$ cat src/cgcs_pkg.sv
// ----------------------------------------------------------------------------
// cgcs_pkg
// Shared types and constants for the serial CRC generator and checker.
// ----------------------------------------------------------------------------
package cgcs_pkg;

   localparam int POLY_WIDTH   = 32;
   localparam int DEG_WIDTH    = 6;
   localparam int CSR_IDX_WIDTH = 2;
   localparam int CSR_DATA_WIDTH = 32;

   // register indexes on the csr port
   localparam logic [CSR_IDX_WIDTH-1:0] CSR_POLY_LOW_TERMS = 2'd0;
   localparam logic [CSR_IDX_WIDTH-1:0] CSR_POLY_DEGREE    = 2'd1;
   localparam logic [CSR_IDX_WIDTH-1:0] CSR_CHECK_MODE     = 2'd2;

   typedef struct packed {
      logic data_bit;
      logic end_of_frame;
   } req_type;

   typedef struct packed {
      logic frame_bit;
      logic accepted;
      logic last_result;
   } rsp_type;

   // control broadcast to every cell of the chain
   typedef struct packed {
      logic step;       // a word is taken this cycle
      logic frame_end;  // that word closes the frame
      logic fb_aug;     // feedback of the generator register
      logic top_div;    // top bit of the division register
      logic load_sh;    // capture the new crc into the unload chain
      logic shift_sh;   // move the unload chain up one place
   } cell_ctrl_type;

endpackage

$ cat src/cgcs_cell.sv
// ----------------------------------------------------------------------------
// cgcs_cell
// One bit position of the crc chain: generator bit, division bit and unload bit.
// ----------------------------------------------------------------------------
module cgcs_cell
   import cgcs_pkg::*;
(
   input  logic          clock,
   input  logic          reset,
   input  cell_ctrl_type ctrl,
   input  logic          active,     // position lies below the degree
   input  logic          poly_bit,
   input  logic          aug_prev,
   input  logic          div_prev,
   input  logic          sh_prev,
   output logic          aug_q,
   output logic          div_q,
   output logic          div_next,
   output logic          sh_q
);

   logic aug_ff, aug_in;
   logic div_ff, div_in;
   logic sh_ff;

   assign aug_in   = active & (aug_prev ^ (ctrl.fb_aug & poly_bit));
   assign div_in   = active & (div_prev ^ (ctrl.top_div & poly_bit));
   assign div_next = div_in;

   always_ff @(posedge clock) begin
      if (reset) begin
         aug_ff <= 1'b0;
         div_ff <= 1'b0;
      end else if (ctrl.step) begin
         aug_ff <= ctrl.frame_end ? 1'b0 : aug_in;
         div_ff <= ctrl.frame_end ? 1'b0 : div_in;
      end
   end

   always_ff @(posedge clock) begin
      if (ctrl.load_sh) begin
         sh_ff <= aug_in;
      end else if (ctrl.shift_sh) begin
         sh_ff <= sh_prev;
      end
   end

   assign aug_q = aug_ff;
   assign div_q = div_ff;
   assign sh_q  = sh_ff;

endmodule

$ cat src/crc_generate_and_check_serial.sv
// ----------------------------------------------------------------------------
// crc_generate_and_check_serial
// Bit-serial crc generator and checker with programmable polynomial and degree.
// ----------------------------------------------------------------------------
// channel  dir  handshake              payload
// req      in   req_valid/req_ready    req_data  (data_bit, end_of_frame)
// rsp      out  rsp_valid/rsp_ready    rsp_data  (frame_bit, accepted, last_result)
// csr      in   csr_valid/csr_ready    csr_index, csr_data
//
// one bit per cycle while req_ready is high: each req word steps the cell chain in the cycle it is taken
// generate mode: the frame end word is followed by an unload of degree crc bits,
//   during which req_ready is low; the drain counter sets that length
// reset clears the generator and division bits, the registers (degree 1) and the output stage
// rsp stalls back up into req_ready through the single output register
// ----------------------------------------------------------------------------
module crc_generate_and_check_serial
   import cgcs_pkg::*;
#(
   parameter int MAX_DEGREE = 32
)
(
   input  logic                      clock,
   input  logic                      reset,
   input  logic                      req_valid,
   output logic                      req_ready,
   input  req_type                   req_data,
   output logic                      rsp_valid,
   input  logic                      rsp_ready,
   output rsp_type                   rsp_data,
   input  logic                      csr_valid,
   output logic                      csr_ready,
   input  logic [CSR_IDX_WIDTH-1:0]  csr_index,
   input  logic [CSR_DATA_WIDTH-1:0] csr_data
);

   localparam int IDX_W = (MAX_DEGREE > 1) ? $clog2(MAX_DEGREE) : 1;
   localparam logic [DEG_WIDTH-1:0] MAX_DEG = DEG_WIDTH'(MAX_DEGREE);

   logic [POLY_WIDTH-1:0] poly_ff;
   logic [DEG_WIDTH-1:0]  degree_ff;
   logic                  check_mode_ff;

   logic [DEG_WIDTH-1:0]  deg_eff;
   logic [IDX_W-1:0]      top_idx;

   logic [MAX_DEGREE-1:0] aug_q, div_q, div_next, sh_q;
   cell_ctrl_type         ctrl;

   logic [DEG_WIDTH-1:0]  drain_cnt_ff, drain_cnt_in;
   rsp_type               rsp_ff, rsp_in;
   logic                  rsp_valid_ff, rsp_valid_in;

   logic draining, load_ok, take;

   // configuration
   assign csr_ready = 1'b1;

   always_ff @(posedge clock) begin
      if (reset) begin
         poly_ff       <= '0;
         degree_ff     <= DEG_WIDTH'(1);
         check_mode_ff <= 1'b0;
      end else if (csr_valid) begin
         case (csr_index)
            CSR_POLY_LOW_TERMS: poly_ff       <= csr_data;
            CSR_POLY_DEGREE:    degree_ff     <= csr_data[DEG_WIDTH-1:0];
            CSR_CHECK_MODE:     check_mode_ff <= csr_data[0];
            default: ;
         endcase
      end
   end

   // degree zero acts as one, large values clamp
   always_comb begin
      if (degree_ff == '0) begin
         deg_eff = DEG_WIDTH'(1);
      end else if (degree_ff > MAX_DEG) begin
         deg_eff = MAX_DEG;
      end else begin
         deg_eff = degree_ff;
      end
   end

   assign top_idx = IDX_W'(deg_eff - DEG_WIDTH'(1));

   // handshake
   assign draining  = (drain_cnt_ff != '0);
   assign load_ok   = !rsp_valid_ff || rsp_ready;
   assign req_ready = !draining && load_ok;
   assign take      = req_valid && req_ready;

   assign ctrl.step      = take;
   assign ctrl.frame_end = req_data.end_of_frame;
   assign ctrl.fb_aug    = aug_q[top_idx] ^ req_data.data_bit;
   assign ctrl.top_div   = div_q[top_idx];
   assign ctrl.load_sh   = take && req_data.end_of_frame && !check_mode_ff;
   assign ctrl.shift_sh  = draining && load_ok;

   // cell chain
   for (genvar i = 0; i < MAX_DEGREE; i++) begin : g_cell
      logic poly_bit, aug_prev, div_prev, sh_prev, active;

      assign active = (DEG_WIDTH'(i) < deg_eff);

      if (i < POLY_WIDTH) begin : g_poly
         assign poly_bit = poly_ff[i];
      end else begin : g_nopoly
         assign poly_bit = 1'b0;
      end

      if (i == 0) begin : g_head
         assign aug_prev = 1'b0;
         assign div_prev = req_data.data_bit;
         assign sh_prev  = 1'b0;
      end else begin : g_body
         assign aug_prev = aug_q[i-1];
         assign div_prev = div_q[i-1];
         assign sh_prev  = sh_q[i-1];
      end

      cgcs_cell u_cell (
         .clock    (clock),
         .reset    (reset),
         .ctrl     (ctrl),
         .active   (active),
         .poly_bit (poly_bit),
         .aug_prev (aug_prev),
         .div_prev (div_prev),
         .sh_prev  (sh_prev),
         .aug_q    (aug_q[i]),
         .div_q    (div_q[i]),
         .div_next (div_next[i]),
         .sh_q     (sh_q[i])
      );
   end

   // output stage
   always_comb begin
      rsp_in       = rsp_ff;
      rsp_valid_in = rsp_valid_ff && !rsp_ready;
      drain_cnt_in = drain_cnt_ff;
      if (draining && load_ok) begin
         rsp_in.frame_bit   = sh_q[top_idx];
         rsp_in.accepted    = 1'b0;
         rsp_in.last_result = (drain_cnt_ff == DEG_WIDTH'(1));
         rsp_valid_in       = 1'b1;
         drain_cnt_in       = drain_cnt_ff - DEG_WIDTH'(1);
      end else if (take) begin
         if (!check_mode_ff) begin
            rsp_in.frame_bit   = req_data.data_bit;
            rsp_in.accepted    = 1'b0;
            rsp_in.last_result = 1'b0;
            rsp_valid_in       = 1'b1;
            if (req_data.end_of_frame) begin
               drain_cnt_in = deg_eff;
            end
         end else if (req_data.end_of_frame) begin
            rsp_in.frame_bit   = 1'b0;
            rsp_in.accepted    = (div_next == '0);
            rsp_in.last_result = 1'b1;
            rsp_valid_in       = 1'b1;
         end
      end
   end

   always_ff @(posedge clock) begin
      if (reset) begin
         rsp_valid_ff <= 1'b0;
         drain_cnt_ff <= '0;
      end else begin
         rsp_valid_ff <= rsp_valid_in;
         drain_cnt_ff <= drain_cnt_in;
      end
   end

   always_ff @(posedge clock) begin
      rsp_ff <= rsp_in;
   end

   assign rsp_valid = rsp_valid_ff;
   assign rsp_data  = rsp_ff;

`ifndef SYNTHESIS
   // a generated frame end starts an unload of exactly degree crc bits
   a_drain_len: assert property (@(posedge clock) disable iff (reset)
      (take && req_data.end_of_frame && !check_mode_ff) |=> (drain_cnt_ff == $past(deg_eff)))
      else $error("crc unload length differs from degree");

   // the final word of a frame never leaves crc bits behind
   a_last_clean: assert property (@(posedge clock) disable iff (reset)
      (rsp_valid_ff && rsp_ff.last_result) |-> (drain_cnt_ff == '0))
      else $error("last word marked while crc bits remain");

   // both remainders are clear after a frame end
   a_chain_clear: assert property (@(posedge clock) disable iff (reset)
      (take && req_data.end_of_frame) |=> ((aug_q == '0) && (div_q == '0)))
      else $error("crc chain not cleared after frame end");
`endif

endmodule

$ cat config.mk
export PLATFORM = sky130hd
export DESIGN_NAME = crc_generate_and_check_serial
export DESIGN_NICKNAME = d
export VERILOG_FILES = /design/src/cgcs_pkg.sv /design/src/cgcs_cell.sv /design/src/crc_generate_and_check_serial.sv
export SDC_FILE = /design/constraint.sdc
export NUM_CORES = 1
export LEC_CHECK = 0
export BUFFER_PORTS_ARGS = -buffer_cell sky130_fd_sc_hd__buf_2
export CAP_MARGIN = 20
export CORE_MARGIN = 4
export CORE_UTILIZATION = 45
export DETAILED_ROUTE_END_ITERATION = 12
export GPL_TIMING_DRIVEN = 0
export PLACE_DENSITY = 0.71
export RECOVER_POWER = 100
export SLEW_MARGIN = 25
export SYNTH_ARGS = -nofsm -noshare
export SYNTH_HDL_FRONTEND = slang
export SYNTH_SLANG_ARGS = --single-unit
export TNS_END_PERCENT = 30
$ cat constraint.sdc
create_clock -name clock -period 9.7 [get_ports clock]
set_input_delay 0.485 -clock clock [delete_from_list [all_inputs] [get_ports clock]]
set_output_delay 0.485 -clock clock [all_outputs]
set_load 0.01 [all_outputs]
== Yosys cells after proc, flatten, opt, wreduce, memory -nomap -nowiden ==
Index checks and enable logic that the tools add are counted.

* Bits in read-only memories: 0
* Logic and storage cells: 510
* Output and inout port bits: 6
* Memories kept: 0
* Input port bits: 41
* Bits in registers: 145
* Bits in latches: 0
* Bits in writable memories: 0

* Order comparisons: 34
* Add/subtract/negate cells: 2
* Mux-type cells: 148
* Div/mod/pow operators: 0
* Reductions and logical operators: 24
* $mul: 0
* Eq/ne operators: 6
* Shift operators: 0
* Bitwise gates (word level): 192

{| class="wikitable"
|+ Operators by type and width
! operator !! count
|-
| 1-bit two-way mux || 135
|-
| 1-bit AND || 128
|-
| 5-bit by 6-bit < comparator with 1-bit output (first input constant) || 16
|-
| 1-bit bitwise XOR || 64
|-
| 4-bit by 6-bit < comparator with 1-bit output (first input constant) || 8
|-
| 6-bit two-way mux || 6
|-
| 32-bit logical NOT || 1
|-
| 3-bit by 6-bit < comparator with 1-bit output (first input constant) || 4
|-
| 1-bit binary-select mux with 5-bit select || 3
|-
| 1-bit by 6-bit < comparator with 1-bit output (first input constant) || 2
|-
| 2-bit by 6-bit < comparator with 1-bit output (first input constant) || 2
|-
| 3-bit two-way mux || 4
|-
| 2-bit AND reduction || 5
|-
| 6-bit by 1-bit == test with 1-bit output (second input constant) || 1
|-
| 6-bit > comparator (second input constant) || 1
|-
| 1-bit logical AND || 6
|-
| 6-bit logical NOT || 1
|-
| 5-bit by 6-bit < comparator with 1-bit output (second input constant) || 1
|-
| 2-bit nonzero test || 3
|-
| 6-bit nonzero test || 1
|-
| 6-bit by 1-bit subtractor with 6-bit output (second input constant) || 1
|-
| 5-bit by 1-bit subtractor with 5-bit output (second input constant) || 1
|-
| 1-bit logical NOT || 4
|-
| 3-bit by 2-bit != test with 1-bit output (second input constant) || 1
|-
| 7 further kinds || 7
|}

== Longest topological paths before layout ==
Gate-level depths: netlist of run 1.

* Depth after elaboration: 14
* Mapped depth: 19
* Mapped depth without buffers: 15

== Cells and area by module ==
Synthesis of run 1 repeated with hierarchy kept, for this count alone.

* Cell total of the unflattened synthesis: 1028
* Area total of the unflattened synthesis: 8386.8 µm²

{| class="wikitable"
|+ Modules (own cells, without submodules)
! module !! instances !! seq. area each (µm²) !! area each (µm²) !! cells an instance
|-
| cgcs_cell || 32 || 70.1 || 157.7 || 17
|-
| crc_generate_and_check_serial || 1 || 1001.0 || 3342.0 || 484
|}

== Worst setup path before layout of run 1 ==
Ideal clock, no wire load.

* Path kind: register -> register
* From: reg degree_ff[1]
* To: reg rsp_ff, in the netlist rsp_data[1]
* Arrival: 4.652 ns
* Library setup time: 0.084 ns
* Data required time: 9.616 ns
* Period minus slack after synthesis: 4.736 ns
* Setup slack: 4.964 ns
* Cell stages (with the launch flop): 19
* Path buffers: 5
* Path through: dfxtp_1 -> or4_4 -> a21oi_4 -> buf_4 -> buf_2 -> ha_1 -> clkbuf_1 -> clkbuf_1 -> o221ai_1 -> o21ai_0 -> a21o_1 -> nor2_1 -> o32a_4 -> buf_6 -> o21ai_2 -> a21oi_1 -> or4_1 -> or4_1 -> o31ai_2

* Longest elaborated chain between the ends: 12
* Elaborated cells between the ends (all ways): 138
* Classes of those cells: add/sub: 1; order compare: 33; mux: 6; bitwise: 96; reduce/logical: 2

{| class="wikitable"
|+ Ends and longest elaborated chain
! item !! line !! source
|-
| start, declared || crc_generate_and_check_serial.sv:40 || <nowiki>logic [DEG_WIDTH-1:0] degree_ff;</nowiki>
|-
| start signal, assigned || crc_generate_and_check_serial.sv:66 || <nowiki>CSR_POLY_DEGREE: degree_ff <= csr_data[DEG_WIDTH-1:0];</nowiki>
|-
| 6-bit > comparator || crc_generate_and_check_serial.sv:77 || <nowiki>end else if (degree_ff > MAX_DEG) begin</nowiki>
|-
| 6-bit two-way mux || crc_generate_and_check_serial.sv:77 ||
|-
| 6-bit two-way mux * || crc_generate_and_check_serial.sv:75 || <nowiki>if (degree_ff == '0) begin</nowiki>
|-
| 5-bit by 1-bit subtractor with 5-bit output || crc_generate_and_check_serial.sv:84 || <nowiki>assign top_idx = IDX_W'(deg_eff - DEG_WIDTH'(1));</nowiki>
|-
| 1-bit binary-select mux with 5-bit select || crc_generate_and_check_serial.sv:95 || <nowiki>assign ctrl.top_div = div_q[top_idx];</nowiki>
|-
| 1-bit two-way mux (implied by the code) || crc_generate_and_check_serial.sv:95 ||
|-
| 1-bit AND || cgcs_cell.sv:27 || <nowiki>assign div_in = active & (div_prev ^ (ctrl.top_div & poly_bit));</nowiki>
|-
| 1-bit bitwise XOR || cgcs_cell.sv:27 ||
|-
| 1-bit AND || cgcs_cell.sv:27 ||
|-
| 32-bit logical NOT * || crc_generate_and_check_serial.sv:159 || <nowiki>rsp_in.accepted = (div_next == '0);</nowiki>
|-
| 3-bit two-way mux * || crc_generate_and_check_serial.sv:157 || <nowiki>end else if (req_data.end_of_frame) begin</nowiki>
|-
| 3-bit two-way mux * || crc_generate_and_check_serial.sv:149 || <nowiki>if (!check_mode_ff) begin</nowiki>
|-
| end signal, assigned || crc_generate_and_check_serial.sv:177 || <nowiki>rsp_ff <= rsp_in;</nowiki>
|-
| end, declared || crc_generate_and_check_serial.sv:50 || <nowiki>rsp_type rsp_ff, rsp_in;</nowiki>
|}

Every way passes the cells marked *; elsewhere a longest branch is shown, timed or not. The select of a mux whose other input is x is not followed.
A chain may end at the register's enable or synchronous reset.

== Final worst setup path of run 1 ==
* From: reg degree_ff[3]
* To: reg g_cell[14].u_cell.sh_ff, data pin

* Longest elaborated chain between the ends: 11
* Elaborated cells between the ends (all ways): 13
* Classes of those cells: add/sub: 1; order compare: 2; mux: 5; bitwise: 4; reduce/logical: 1

{| class="wikitable"
|+ Ends and longest elaborated chain
! item !! line !! source
|-
| 6-bit > comparator || crc_generate_and_check_serial.sv:77 ||
|-
| 6-bit two-way mux || crc_generate_and_check_serial.sv:77 ||
|-
| 6-bit two-way mux * || crc_generate_and_check_serial.sv:75 ||
|-
| 5-bit by 1-bit subtractor with 5-bit output || crc_generate_and_check_serial.sv:84 ||
|-
| 1-bit binary-select mux with 5-bit select || crc_generate_and_check_serial.sv:94 || <nowiki>assign ctrl.fb_aug = aug_q[top_idx] ^ req_data.data_bit;</nowiki>
|-
| 1-bit two-way mux (implied by the code) || crc_generate_and_check_serial.sv:94 ||
|-
| 1-bit bitwise XOR || crc_generate_and_check_serial.sv:94 ||
|-
| 1-bit AND || cgcs_cell.sv:26 || <nowiki>assign aug_in = active & (aug_prev ^ (ctrl.fb_aug & poly_bit));</nowiki>
|-
| 1-bit bitwise XOR || cgcs_cell.sv:26 ||
|-
| 1-bit AND * || cgcs_cell.sv:26 ||
|-
| 1-bit two-way mux * || cgcs_cell.sv:41 || <nowiki>if (ctrl.load_sh) begin</nowiki>
|-
| end signal, assigned || cgcs_cell.sv:42 || <nowiki>sh_ff <= aug_in;</nowiki>
|-
| end signal, assigned || cgcs_cell.sv:44 || <nowiki>sh_ff <= sh_prev;</nowiki>
|-
| end, declared || cgcs_cell.sv:24 || <nowiki>logic sh_ff;</nowiki>
|}

Marks and branches as above.

==> results of run 1 <==
## power breakdown
part	leakage (uW)	total (uW)	internal (uW)	switching, uW
clock	0.000271	629	381	248
combinational	0.00176	503	162	341
sequential	0.00124	837	776	61.1
total	0.00328	1970	1320	650
## per-layer routing
layer,GRT usage [%],wire (um),vias up
li1,-,-,3482
met1,37.3,11200,3526
met2,40.1,11500,425
met3,6.04,2620,75
met4,11.2,1120,0
met5,0,0,-
## logic make-up (layout without fill, tap and decap cells)
family,count (synthesis),in the layout
other,1,1
buffers and inverters,92,168
AOI/OAI and AO/OA,256,256
DFF,145,145
and+or+nand+nor,352,352
xor gates and xnor gates,47,47
adders and majority gates,4,4
muxes,42,42
## final cells by class
type / instances / area (um^2) / area share (%)
multi-input combinational: 702 / 4330 / 48.3
sequential: 145 / 3240 / 36.1
clock buffer: 24 / 462 / 5.14
tap: 225 / 282 / 3.13
buffer: 64 / 255 / 2.84
timing repair buffer: 44 / 213 / 2.37
inverter: 28 / 105 / 1.17
clock inverter: 8 / 87.6 / 0.975
## per-stage QoR
stage                     util, %  total power, uW  cell area (um^2)  hold slack [ns]  worst slack, ns
final                        51.9             1970              8980            0.283             1.96
after detailed placement     49.0             1350              8480            0.465             3.46
after global routing         51.9             2060              8980            0.283             1.52
after floorplan                 -             1170              7960            0.420             4.96
after CTS                    52.2             1970              9030            0.275             3.41
after global placement       48.9             1330              8460            0.443             3.48
## registers in the layout (all words and copies together), names as in the netlist
signal,cells
drain_cnt_ff,6
g_cell.u_cell.sh_q,32
g_cell.u_cell.div_q,32
check_mode_ff,1
g_cell.u_cell.aug_q,32
rsp_data,3
degree_ff,6
poly_ff,32
rsp_valid,1
## how the worst max path moves through the flow
| stage | startpoint | to |
|---|---|---|
| floorplan | degree_ff[1] | rsp_data[1] |
| global placement | degree_ff[3] | g_cell[5].u_cell.sh_q |
| detailed placement | degree_ff[3] | g_cell[27].u_cell.sh_q |
| CTS | degree_ff[3] | g_cell[27].u_cell.sh_q |
| global route | degree_ff[3] | g_cell[14].u_cell.sh_q |
| finish | degree_ff[3] | g_cell[14].u_cell.sh_q |
## worst max-delay path: stages, from the launching register on
cell and delay [ns]:
dfxtp_1 0.38, or4_1 0.53, a21oi_1 0.67, clkbuf_1 0.83, clkbuf_1 0.84, ha_1 0.34
clkbuf_1 0.38, clkbuf_1 0.62, clkbuf_1 0.63, mux4_2 0.35, mux2i_1 0.08, mux2i_1 0.22
mux2i_1 0.13, xnor2_1 0.42, clkbuf_1 0.43, nand2_1 0.13, xnor2_1 0.14, o21ai_0 0.17
o21ai_0 0.13
## cell usage in the layout (no fill, tap or decap), types with 5 or more instances in the layout
cell and instances:
a211oi_1 7, o21ai_0 43, edfxtp_1 34, nand3b_1 8
a22oi_1 25, mux4_2 18, clkbuf_1 71, or2_2 5
nand3_1 7, xnor2_1 11, o31ai_1 40, or3_1 12
nand2_1 203, nor4_1 6, inv_1 26, dfxtp_1 111
xor2_1 35, mux2i_1 23, o22ai_1 6, a31oi_1 7
a21oi_1 83, nand2b_1 9, a22o_1 8, a21o_1 7
buf_2 41, nor2_1 72, clkbuf_16 17
==> flow_summary.toml, run 1 <==
[die]
fp.coreArea_um2 = 17300
rows = 48
initial_utilization_pct = 46.0
dieHeight_um = 141
die_w_um = 141
io_pins = 47
fp.dieArea_um2 = 19900

[sta]
relSlewSlack_pct = 4.90
fin_tns_setup_ns = 0
fin_crit_sh_pct = 79.8
finalHoldViolations = 0
grt_setup_unrepaired = "false"
tightest_slew_ns = 1.42
slew_viol_final = 0
min_period_ns = 7.74
clock_skew_ns = 0.0106
fmax_mhz = 129
setup_violations = 0

[synth]
synthesis.area_um2 = 7960
avgSynthCellArea_um2 = 8.47
synth_commonest_cells = "203 x nand2_1, 111 x dfxtp_1, 82 x a21oi_1"
synth_top_area_share_pct = 27.9
synthFlopType = "dfxtp_1"
synth_top_family_by_area = "compound AO/OA/AOI/OAI gates"
async_flop_share_pct = 0
synth.area.top_cells = "dfxtp_1 28%, edfxtp_1 13%, nand2_1 9.6%, a21oi_1 5.2%, mux4_2 5.1%"
synth_cell_type_count = 69
synth_top_cell_by_area = "dfxtp_1"
synth_most_common_cell = "nand2_1"
synthMuxAreaShare_pct = 8.13
synth_cells = 939
yosys.area_share.adder_pct = 0.629
yosys.area_share.simple_pct = 19.4
synth-edff-count = 34
synth_compound_area_share_pct = 21.1
synth-seq-cells = 145
synth_fp_nets = 984
ys_seq_area_share_pct = 40.8
synth-xor-area-share_pct = 5.27
ys.warnings.count = 0

[placement]
dp_hpwl_um = 20000
io_buffers = 44
dp.cells = 1208
gp_congestion = 0.986

[clock_network]
postCtsSetupBuffers = 0
hold_buffers = 0
cts_resized = 0
cts_root_buffer = "clkbuf_16"
clkSlewWorstSetupHoldPaths_ns = 0.06
clk_path_buf_depth = 2
numCtsBuffers = 17
clk_latency_ns = 0.44
cts.sinks = 145
htreeDepth = 4
cts_tree = "done"

[worst_setup_path]
reg2reg_slack_ns = 1.96
worst_setup_path_end_kind = "flop"
cp.required_ns = 9.87
reg2reg_depth = 18
critPathLaunchType = "flop"
cp.arrival_ns = 7.90
crit_fanout = 10
path_class = "reg -> reg"
r2r-start = "degree_ff[3]"
r2r-end = "g_cell[14].u_cell.sh_q"

[finish]
num_antenna_cells = 0
fillers = 1635
final_net_count = 1047
drive_gt1_share_pct = 10.2
area_delta_synth_final_pct = 12.9
layoutNonFillerInstCount = 1240

[run]
maxCapViolations = 0

[hold_path]
min-delay-start = "csr_data[15]"
hold-path-cell-count = 3
holdPathEnd = "poly_ff[15]"
hold_path_class = "in -> reg"

[global_route]
antenna_found_initial = 0
grt_overflow = 0
grt_pass1_wl_um = 40100
grt_pass1_vias = 6885
grt_util_all_layers_pct = 26.8
grt_max_degree = 35

[power_and_ir_drop]
peakVddDrop_v = 0.000144
p_per_area_nw_per_um2 = 219
leakage_uw = 0.00328

[route]
viasPerCell = 6.05
wire_per_inst_um = 21.3
drt_iter0_markers = 959
wl_um = 26500
remaining_drc_errors = 0
vias = 7508
final_antenna_net_count = 0
firstDrtPassIters = 6

[outcome]
status = "completed"
No activity file was read; power rests on OpenSTA's default activity.
==> run 2: changes to the inputs <==
- PLACE_DENSITY: 0.71 -> 0.73
- clock period: 9.7 -> 6.45 ns (I/O delays scaled with it)
==> run 2 against run 1 <==
Effect of this change:
- clock skew up 0.0011 ns
- hold slack worse by 0.16 ns
- sequential share of layout area down 0.45 points
- cell count unchanged
- power up 58%
- combinational power up 51%
- first-iteration DRC count down 19%
- worst setup slack worse by 1.7 ns
- final area up 1.3%
- fmax up 26%
==> flow_summary.toml, run 2 (synthesized netlist as in run 1, its figures left out) <==
[worst_setup_path]
critPathLaunchType = "flop"
cp.required_ns = 6.79
cp.arrival_ns = 6.50
crit_fanout = 10
path_class = "reg -> reg"
worst_setup_path_end_kind = "flop"

[sta]
clock_skew_ns = 0.0117
slew_viol_final = 0
whs_ns = 0.125
tightest_slew_ns = 1.42
grt_setup_unrepaired = "false"
min_period_ns = 6.16
finalHoldViolations = 0
fin_tns_setup_ns = 0
fin_crit_sh_pct = 95.4
fmax_mhz = 162
setup_slack_ns = 0.295
setup_violations = 0
relSlewSlack_pct = 4.94

[power_and_ir_drop]
leakage_uw = 0.00331
p_per_area_nw_per_um2 = 342
peakVddDrop_v = 0.000189

[clock_network]
clk_path_buf_depth = 2
cts.sinks = 145
numCtsBuffers = 17
cts_root_buffer = "clkbuf_16"
clk_latency_ns = 0.44
cts_tree = "done"
clkSlewWorstSetupHoldPaths_ns = 0.06
postCtsSetupBuffers = 0
htreeDepth = 4

[global_route]
grt_max_degree = 35
antenna_found_initial = 0
grt_overflow = 0
grt_util_all_layers_pct = 26.8
grt_pass1_vias = 7046
grt_pass1_wl_um = 40500

[run]
maxCapViolations = 0

[hold_path]
hold_path_class = "in -> reg"

[finish]
num_antenna_cells = 0
drive_gt1_share_pct = 11.2
final_cell_area_um2 = 9090
final_common_cell = "nand2_1"
area_delta_synth_final_pct = 14.3
final_net_count = 1047
fin_util_pct = 52.6
layout_common_cells = "203 x nand2_1, 111 x dfxtp_1, 82 x a21oi_1"

[placement]
dp_hpwl_um = 20300
postPlaceCellArea_um2 = 8480
gp_congestion = 1.00
pre_cts_slack_ns = 0.130
io_buffers = 44

[route]
wl_um = 27000
remaining_drc_errors = 0
final_antenna_net_count = 0
wire_per_inst_um = 21.7
viasPerCell = 6.12
drt_iter0_markers = 775
vias = 7586
firstDrtPassIters = 5

[die]
die_w_um = 141
initial_utilization_pct = 46.0
fp.dieArea_um2 = 19900
rows = 48
fp.coreArea_um2 = 17300
dieHeight_um = 141
io_pins = 47

[outcome]
status = "completed"
## run 2: routing by layer
| metal | vias to the layer above | GRT usage [%] | part of all wire [%] |
|---|---|---|---|
| li1 | 3470 | - | - |
| met1 | 3575 | 36.0 | 41 |
| met2 | 453 | 40.6 | 44 |
| met3 | 88 | 6.45 | 11 |
| met4 | 0 | 12.7 | 4.7 |
| met5 | - | 0 | 0 |
## run 2: final timing paths
path	startpoint	to	slack, ns	cells after the start
worst max-delay path	degree_ff[3]	rsp_data[1]	0.29	19
worst min-delay path	csr_data[27]	poly_ff[27]	0.12	3
worst max register to register	degree_ff[3]	rsp_data[1]	0.29	19
worst min register to register	poly_ff[17]	poly_ff[17]	0.48	2
## run 2: through the flow
stage,power (uW),cells
2_1_floorplan,1770,939
3_3_place_gp,2010,1208
3_5_place_dp,2030,1208
4_1_cts,3100,1240
5_1_grt,3240,1240
6_report,3110,1240
## run 2: power breakdown
group	switching [uW]	total (uW)	leakage [uW]	internal, uW
Sequential	92.3	1260	0.00124	1170
Combinational	517	761	0.00178	244
Clock	400	1090	0.000297	687
Total	1010	3110	0.00331	2100
## run 2: repair_timing
| action | 4_1_cts | 5_1_grt |
|---|---|---|
| hold buffers | 0 | 0 |
| endpoints found under the setup margin | 0 | 44 |
| gates resized for setup | 0 | 4 |
## run 2: final cells by class
| cell class | count | area (um^2) |
|---|---|---|
| Buffer | 64 | 263 |
| Clock inverter | 13 | 210 |
| Fill cell | 1623 | 8200 |
| Multi-Input combinational cell | 702 | 4350 |
| Timing Repair Buffer | 44 | 213 |
| Tap cell | 225 | 282 |
| Inverter | 28 | 105 |
| Sequential cell | 145 | 3240 |
| Clock buffer | 19 | 433 |
## run 2: critical path, cell delays in order (launching register included)
cell and delay, ns:
dfxtp_1 0.38, or4_1 0.58, a21oi_4 0.33, buf_4 0.32
buf_2 0.44, ha_1 0.30, clkbuf_1 0.40, clkbuf_2 0.41
o221ai_1 0.17, o21ai_0 0.10, a21o_1 0.21, nor2_1 0.10
o32ai_4 0.29, clkbuf_1 0.53, buf_2 0.38, a21oi_1 0.14
a221oi_1 0.30, o221a_2 0.27, nand4_1 0.12, o31ai_2 0.27
==> run 3: changes to the inputs <==
- ABC_AREA: default -> 1
==> run 3 against run 2 <==
Effect of this change:
- clock power hardly changed
- flip-flop and latch count unchanged
- first-iteration DRC count grew 83%
- routed wire length is 27% higher
- clock skew decreased by 0.0034 ns
- clock-buffer cell count increased by 2
- critical path depth is 3 higher
- hold slack worse by 0.018 ns
- synthesized cell count increased by 31%
- power grew 7.9%
- core utilization down 0.29 points
- cell count rose by 24%
- largest power group unchanged
==> flow_summary.toml, run 3 <==
[route]
final_antenna_net_count = 0
drt_iter0_markers = 1415
wl_um = 34300
remaining_drc_errors = 0
wire_per_inst_um = 22.4
firstDrtPassIters = 6
viasPerCell = 6.19
vias = 9505

[worst_setup_path]
cp.arrival_ns = 6.31
slowest_delay_ns = 0.67
crit_top_cell = "nand3_1"
crit_fanout = 10
path_class = "reg -> reg"
reg2reg_depth = 22
slowest_stage = "clkbuf_1"
path_cells = "buf_6 -> nor2_8 -> nand3_4 -> nand2_1 -> buf_6 -> clkbuf_1 -> ha_1 -> clkbuf_1 -> inv_1 -> clkbuf_1 -> o211ai_1 -> nand3_1 -> nand3_1 -> nand3_1 -> nand2_1 -> nand2_1 -> nand2_2 -> inv_1 -> clkbuf_1 -> nand3_1 -> nand3_1 -> o21ai_0"
worst_setup_path_end_kind = "flop"
cp.required_ns = 6.63
critPathLaunchType = "flop"

[power_and_ir_drop]
p_per_area_nw_per_um2 = 352
leakage_uw = 0.00359
peakVddDrop_v = 0.000239

[clock_network]
cts.sinks = 145
postCtsSetupBuffers = 0
numCtsBuffers = 17
cts_tree = "done"
clk_latency_ns = 0.44
clkSlewWorstSetupHoldPaths_ns = 0.06
cts_resized = 0
clk_path_buf_depth = 2
cts_root_buffer = "clkbuf_16"
htreeDepth = 4
hold_buffers = 0

[sta]
fin_tns_setup_ns = 0
fin_crit_sh_pct = 95.0
finalHoldViolations = 0
tightest_slew_ns = 1.40
grt_setup_unrepaired = "false"
clock_skew_ns = 0.00831
fmax_mhz = 163
slew_viol_final = 0
setup_violations = 0
relSlewSlack_pct = 6.83
min_period_ns = 6.13

[run]
maxCapViolations = 0

[synth]
async_flop_share_pct = 0
synth_top_area_share_pct = 26.3
ys.warnings.count = 0
synth_cells = 1230
synth_cell_type_count = 40
synth_commonest_cells = "243 x nand2_1, 177 x nand3_1, 128 x inv_1"
ys_seq_area_share_pct = 38.3
synth_most_common_cell = "nand2_1"
synthFlopType = "dfxtp_1"
synthesis.area_um2 = 8460
synth-seq-cells = 145
avgSynthCellArea_um2 = 6.88
synth_top_cell_by_area = "dfxtp_1"
synth.area.top_cells = "dfxtp_1 26%, edfxtp_1 12%, nand2_1 11%, nand3_1 10%, o21ai_0 6.9%"
synth-edff-count = 34
synth_fp_nets = 1275

[global_route]
grt_pass1_vias = 8563
grt_max_degree = 34
grt_util_all_layers_pct = 31.5
grt_overflow = 0
grt_pass1_wl_um = 50700
antenna_found_initial = 2

[die]
fp.dieArea_um2 = 21100
initial_utilization_pct = 46.5
dieHeight_um = 145
die_w_um = 145
io_pins = 47
rows = 49
fp.coreArea_um2 = 18200

[finish]
area_delta_synth_final_pct = 12.5
final_net_count = 1338
fillers = 1800
multi_input_area_um2 = 4320
num_antenna_cells = 0
layoutNonFillerInstCount = 1535
seq_area_um2 = 3240
final_common_cell = "nand2_1"
drive_gt1_share_pct = 8.81
layout_common_cells = "245 x nand2_1, 177 x nand3_1, 129 x inv_1"

[placement]
dp.cells = 1503
io_buffers = 44
gp_congestion = 1.02
dp_hpwl_um = 24900

[outcome]
status = "completed"

[hold_path]
hold-path-cell-count = 3
hold_path_class = "in -> reg"
==> run 3: final cells by class <==
type / instances / share of cell area, %
multi-input cells: 880 / 45.3
flip-flops and latches: 145 / 34.1
inverters: 138 / 5.47
clock buffers: 21 / 4.85
plain buffers: 67 / 3.44
well taps: 229 / 3.01
repair buffers: 44 / 2.23
clock inverters: 11 / 1.59
==> run 3: routing by layer <==
layer	wire, um	up-vias	track usage (%)
li1	-	4323	-
met3	4180	124	5.99
met2	14900	700	48.2
met5	8	-	0
met1	13100	4356	42.2
met4	2060	2	17.3
==> run 3: worst paths after layout <==
kind                      startpoint  slack, ns                 endpoint
max                     degree_ff[5]       0.32    g_cell[9].u_cell.sh_q
min                     csr_data[18]       0.11              poly_ff[18]
max reg2reg             degree_ff[5]       0.32    g_cell[9].u_cell.sh_q
min reg2reg  g_cell[31].u_cell.aug_q       0.47  g_cell[31].u_cell.aug_q
==> run 3: power breakdown <==
part	switching, uW	internal [uW]	total, uW
logic	777	246	1020
registers	96.3	1170	1260
clock network	431	635	1070
total	1300	2050	3350
==> run 3: cells by family after synthesis <==
kind of cell / Yosys count / share of synthesized area, %
other cells: 1 / 0.0443
buf+inv: 205 / 10.4
flops: 145 / 38.3
fa+ha+maj: 4 / 0.592
xor+xnor: 3 / 0.488
compound gates: 269 / 16.9
simple gates: 603 / 33.3
==> run 3: through the flow <==
step	total power (uW)	cell area, um^2	hold slack, ns	utilization [%]	setup slack (ns)
after floorplan	1890	8460	0.445	-	3.04
after CTS	3330	9580	0.106	52.6	0.937
after global routing	3470	9520	0.123	52.3	0.362
after detailed placement	2280	8970	0.463	49.2	0.953
after global placement	2270	8970	0.456	49.2	0.989
final	3350	9520	0.107	52.3	0.324
==> run 3: worst max-delay path: cells and delay by family, from the launching register on <==
family / cells / cell delay [ns]
AOI/OAI and AO/OA: 2 / 0.34
buffers and inverters: 8 / 2.84
adders and majority gates: 1 / 0.32
DFF: 1 / 0.31
and+or+nand+nor: 11 / 2.05
